===== config.mk =====
export PLATFORM = sky130hd
export DESIGN_NAME = lwi_alu
export DESIGN_NICKNAME = d
export VERILOG_FILES = /design/src/hdl/lwi_pkg.sv /design/src/hdl/lwi_alu.sv
export SDC_FILE = /design/constraint.sdc
export NUM_CORES = 1
export LEC_CHECK = 0
export ABC_AREA = 1
export BUFFER_PORTS_ARGS = -buffer_cell sky130_fd_sc_hd__buf_2
export CORE_ASPECT_RATIO = 0.9
export CORE_MARGIN = 3
export CORE_UTILIZATION = 40
export CTS_BUF_LIST = sky130_fd_sc_hd__clkbuf_8
export CTS_CLUSTER_DIAMETER = 40
export DETAILED_ROUTE_END_ITERATION = 10
export SYNTH_ARGS = -nofsm -noshare
export SYNTH_HDL_FRONTEND = slang
export SYNTH_SLANG_ARGS = --single-unit

===== constraint.sdc =====
create_clock -name clk -period 4.5 [get_ports clk]
set_input_delay 0.225 -clock clk [delete_from_list [all_inputs] [get_ports clk]]
set_output_delay 0.225 -clock clk [all_outputs]
set_load 0.01 [all_outputs]

===== src/hdl/lwi_pkg.sv =====
// ----------------------------------------------------------------------------
// lwi_pkg: shared types and constants of the Lagrange window interpolator
// Table geometry, request and status codes, sequencer states, unit control.
// ----------------------------------------------------------------------------
package lwi_pkg;

	localparam int MAX_POINTS = 1024;
	localparam int ADDR_W     = $clog2(MAX_POINTS);
	localparam int CNT_W      = ADDR_W + 1;
	localparam int TIME_W     = 40;
	localparam int POS_W      = 48;
	localparam int ORD_W      = 4;
	localparam logic [ORD_W-1:0] MAX_ORDER = 4'd15;
	localparam logic [ORD_W-1:0] ORDER_RST = 4'd8;
	localparam int MAG_W      = 63;
	localparam int PROD_W     = MAG_W + POS_W;
	localparam int ACC_W      = 128;
	localparam logic [MAG_W-1:0] W_ONE = 63'h1 << 32;
	localparam logic [MAG_W-1:0] W_MAX = 63'h1 << 62;

	typedef enum logic [1:0] {
		REQ_LOAD  = 2'd0,
		REQ_QUERY = 2'd1,
		REQ_CLEAR = 2'd2,
		REQ_NONE  = 2'd3
	} req_t;

	typedef enum logic [1:0] {
		ST_OK    = 2'd0,
		ST_FEW   = 2'd1,
		ST_FULL  = 2'd2,
		ST_ORDER = 2'd3
	} stat_t;

	typedef enum logic [3:0] {
		S_IDLE, S_FIRST, S_FIRST_W, S_BS, S_BS_W, S_START, S_K, S_K_W,
		S_I, S_I_W, S_MUL, S_DIV, S_PROD, S_PMUL, S_FIN, S_DONE
	} state_t;

	typedef enum logic {
		OP_MUL = 1'b0,
		OP_DIV = 1'b1
	} op_t;

	typedef struct packed {
		logic start;
		op_t  op;
	} alu_ctl_t;

	typedef struct packed {
		logic [TIME_W-1:0] t;
		logic [POS_W-1:0]  x;
		logic [POS_W-1:0]  y;
		logic [POS_W-1:0]  z;
	} entry_t;

endpackage


===== src/hdl/lwi_alu.sv =====
// ----------------------------------------------------------------------------
// lwi_alu: shared shift-add multiplier and restoring divider
// Multiply takes 48 steps; divide reuses the product and takes 64 steps.
// ----------------------------------------------------------------------------
module lwi_alu (
	input  logic                    clk,
	input  logic                    arst_n,
	input  lwi_pkg::alu_ctl_t       ctl,
	input  logic [lwi_pkg::MAG_W-1:0]  a,
	input  logic [lwi_pkg::POS_W-1:0]  b,
	input  logic [lwi_pkg::TIME_W-1:0] den,
	output logic                    done,
	output logic [lwi_pkg::PROD_W-1:0] prod
);
	import lwi_pkg::*;

	logic              busy_q;
	logic              done_q;
	op_t               op_q;
	logic [5:0]        cnt_q;
	logic [PROD_W-1:0] p_q;
	logic [MAG_W-1:0]  a_q;
	logic [TIME_W-1:0] den_q;
	logic [TIME_W-1:0] rem_q;
	logic [MAG_W:0]    sum;
	logic [TIME_W:0]   rem2;
	logic              ge;
	logic [5:0]        last;

	assign sum  = {1'b0, p_q[PROD_W-1:POS_W]} + (p_q[0] ? {1'b0, a_q} : '0);
	assign rem2 = {rem_q, p_q[63]};
	assign ge   = rem2 >= {1'b0, den_q};
	assign last = (op_q == OP_MUL) ? 6'd47 : 6'd63;

	always_ff @(posedge clk or negedge arst_n) begin
		if (!arst_n) begin
			busy_q <= 1'b0;
			done_q <= 1'b0;
			op_q   <= OP_MUL;
			cnt_q  <= '0;
		end else begin
			done_q <= 1'b0;
			if (ctl.start) begin
				busy_q <= 1'b1;
				op_q   <= ctl.op;
				cnt_q  <= '0;
			end else if (busy_q) begin
				cnt_q <= cnt_q + 6'd1;
				if (cnt_q == last) begin
					busy_q <= 1'b0;
					done_q <= 1'b1;
				end
			end
		end
	end

	always_ff @(posedge clk) begin
		if (ctl.start) begin
			den_q <= den;
			if (ctl.op == OP_MUL) begin
				p_q <= {{MAG_W{1'b0}}, b};
				a_q <= a;
			end else begin
				rem_q <= p_q[103:64];
			end
		end else if (busy_q) begin
			if (op_q == OP_MUL) begin
				p_q <= {sum, p_q[POS_W-1:1]};
			end else begin
				rem_q      <= ge ? TIME_W'(rem2 - {1'b0, den_q}) : rem2[TIME_W-1:0];
				p_q[63:0]  <= {p_q[62:0], ge};
			end
		end
	end

	assign done = done_q;
	assign prod = p_q;
endmodule


==> out/qor.txt <==
CTS tree: built
Post-CTS Resized: 0
Slew at the pin with the worst max-slew slack: 936 ps
GRT Util Overall: 0.265
Kind of critical path: flop to flop
Fill cells: 4629
Final period utilization: 0.714
# H-tree levels: 2
Fmax: 0.311 GHz
Slowest cell on crit path: o21ai_0
Setup TNS after final layout: 0 ps
RSZ-0062 raised after global routing: no
Largest net degree at the start of global routing: 65
Largest stage delay, worst path: 530 ps
CP Data Required Time: 4920 ps
Diodes inserted: 0
Routed Antenna Nets: 0
Multi-input gate area: 9070 µm²
Fin util: 0.513
Hold Violations, Final: 0
WL per Instance: 17.8 µm
Layout Nets: 3319
CP delay by family, top: compound AO/OA/AOI/OAI gates
Synthesized Nets: 2876
Max VDD drop: 230 µV
Initial Util: 0.409
CP Capture Type: flop
Final WL: 66100 µm
Most instantiated library cell after synthesis: nand2_1
Ys Warns: 0
GRT Residual Overflow: 0
Distinct cells, synth: 41
Setup-failing EPs final: 0
Crit-path cells: buf_4 > nand2_1 > inv_1 > ha_1 > a21oi_1 > o21ai_0 > a21oi_1 > o21ai_0 > nand2_1 > nand3_1 > nand2_1 > nand2_1 > nor2_1
Register bit count reported by yosys: 263
Sink Count: 263
Clock transition at path regs: 60 ps
CP bufs+invs: 2
Status: complete, no violations
Ys async rst share: 0.0342
Vias per cell: 5.02
Startpoint Class: flop
Num rows: 74
GR Layer Usage met2: 0.428
Io pins: 267
Critical path peak fanout: 44
GRT met1 Usage: 0.372
P_leak: 11.6 nW
Slew Viols, Final: 0
Share of post-route cells with drive strength above 1: 0.126
Clock Latency Late Sink: 670 ps
Syn Inst Count: 2615
Most numerous cell on the critical path: nand2_1
Core area: 45800 µm²
Most Crowded Layer GR: met2
Drt drc: 0
Post-DP HPWL: 50800 µm
Max Root-Sink Buffers: 3
Router iterations before antenna repair: 6
Seq/Total Area, Yosys: 0.419
Max cap viols: 0
Met3 Usage GRT: 0.0350
Pwr/cell area: 422 nW/µm²
Die Ht: 211 µm
DR vias: 18600
Drt initial violations: 1408
First-pass GRT wire length: 101000 µm
CTS root buffer: clkbuf_8
Primary FF master, synth: edfxtp_1
Relative slew slack: 0.375
Worst endpoint data arrival time: 3630 ps
Synth area leader: edfxtp_1
Reg area: 7850 µm²
Cts bufs inserted: 56
Min cycle time layout: 3210 ps
Die width: 234 µm
Hold WC Path Type: primary input to flop
Initial antenna violation count: 0
# port buffers: 266
Vias in the first global route: 18100
Yosys top cell area share: 0.407
Mean Syn Cell Area: 7.16 µm²
Synth top area cells: edfxtp_1, nand2_1, inv_1, nor2_1, ha_1
Layout area overhead: 25.4%
Synthesized cell area: 18700 µm²
Routability Congestion: 0.971
Final Skew: 30.0 ps
Post-synth EDFFs: 254
DIE AREA: 49500 µm²
Top cells by count, synth: nand2_1, inv_1, nor2_1
==> stage by stage <==
stage	cells	area, µm²	setup slack, ps	total power [mW]	hold WS [ps]
2_1_floorplan	2615	18700	66.4	5.83	-70.6
3_3_place_gp	3454	20800	1400	7.00	86.9
3_5_place_dp	3454	20800	1360	7.02	94.4
4_1_cts	3712	23500	1340	9.94	66.9
5_1_grt	3712	23500	1040	10.6	99.8
6_report	3712	23500	1290	9.91	108
==> cells in the final DEF, fill, tap and decap left out, types with 9 or more instances in the layout <==
cell type | netlist | routed
nand2_1 | 831 | 831
inv_1 | 430 | 444
nor2_1 | 361 | 359
buf_2 | 6 | 265
edfxtp_1 | 254 | 254
dlygate4sd3_1 | 0 | 154
a21oi_1 | 150 | 150
nand3_1 | 135 | 135
ha_1 | 104 | 104
o21ai_0 | 94 | 93
clkbuf_8 | 0 | 59
o22ai_1 | 47 | 47
xnor2_1 | 28 | 28
nor3_1 | 26 | 25
nand3b_1 | 23 | 23
buf_4 | 4 | 17
o21bai_1 | 14 | 14
o21ai_1 | 11 | 11
clkinvlp_4 | 0 | 10
dfrtp_1 | 9 | 9
==> cell type report <==
| cell class | instances | share of cell area |
|---|---|---|
| clock buffer | 59 | 0.0346 |
| clock inverter | 45 | 0.0164 |
| sequential | 263 | 0.334 |
| inverter | 432 | 0.0691 |
| tap | 608 | 0.0324 |
| timing repair buffer | 436 | 0.127 |
| multi-input combinational | 1869 | 0.386 |
==> layer usage <==
layer / up-vias / wire length (µm)
met5: - / 0
met4: 0 / 1730
met3: 103 / 3870
met2: 579 / 30200
met1: 8638 / 30300
li1: 9314 / -
==> final timing paths <==
kind,depth (start not counted),end,slack (ps),start
setup reg to reg,13,prod[95]$_SDFFCE_PP0P_,1290,prod[0]$_DFFE_PP_
max in group asynchronous,3,cnt_q[4]$_DFFE_PN0N_,3590,arst_n
hold reg to reg,2,cnt_q[1]$_DFFE_PN0N_,510,cnt_q[1]$_DFFE_PN0N_
min in group asynchronous,3,cnt_q[0]$_DFFE_PN0N_,600,arst_n
setup / recovery,13,prod[95]$_SDFFCE_PP0P_,1290,prod[0]$_DFFE_PP_
hold / removal,1,den_q[9]$_DFFE_PP_,110,ctl[1]
==> logic make-up after synthesis <==
logic type      count (synthesis)  synth area share
flops                         263             0.419
compound gates                331            0.0962
fa+ha+maj                     106            0.0716
simple gates                 1403             0.301
buf+inv                       483            0.0984
xor+xnor                       29            0.0136
==> sequential cells by signal, indices dropped and copies added (netlist names) <==
name and flops:
rem_q 40, done 1, op_q 1, busy_q 1
prod 111, cnt_q 6, den_q 40, a_q 63
==> timing repair <==
item                                    4_1_cts  5_1_grt
endpoints found under the setup margin        0        0
hold buffers                                154        0
hold endpoints to repair                    161        0
buffers inserted                              0        0
==> power by group <==
group / switching, mW / internal, mW
Sequential: 0.277 / 3.11
Combinational: 2.45 / 1.31
Clock: 1.19 / 1.57
(Power assumes the default switching activity.)
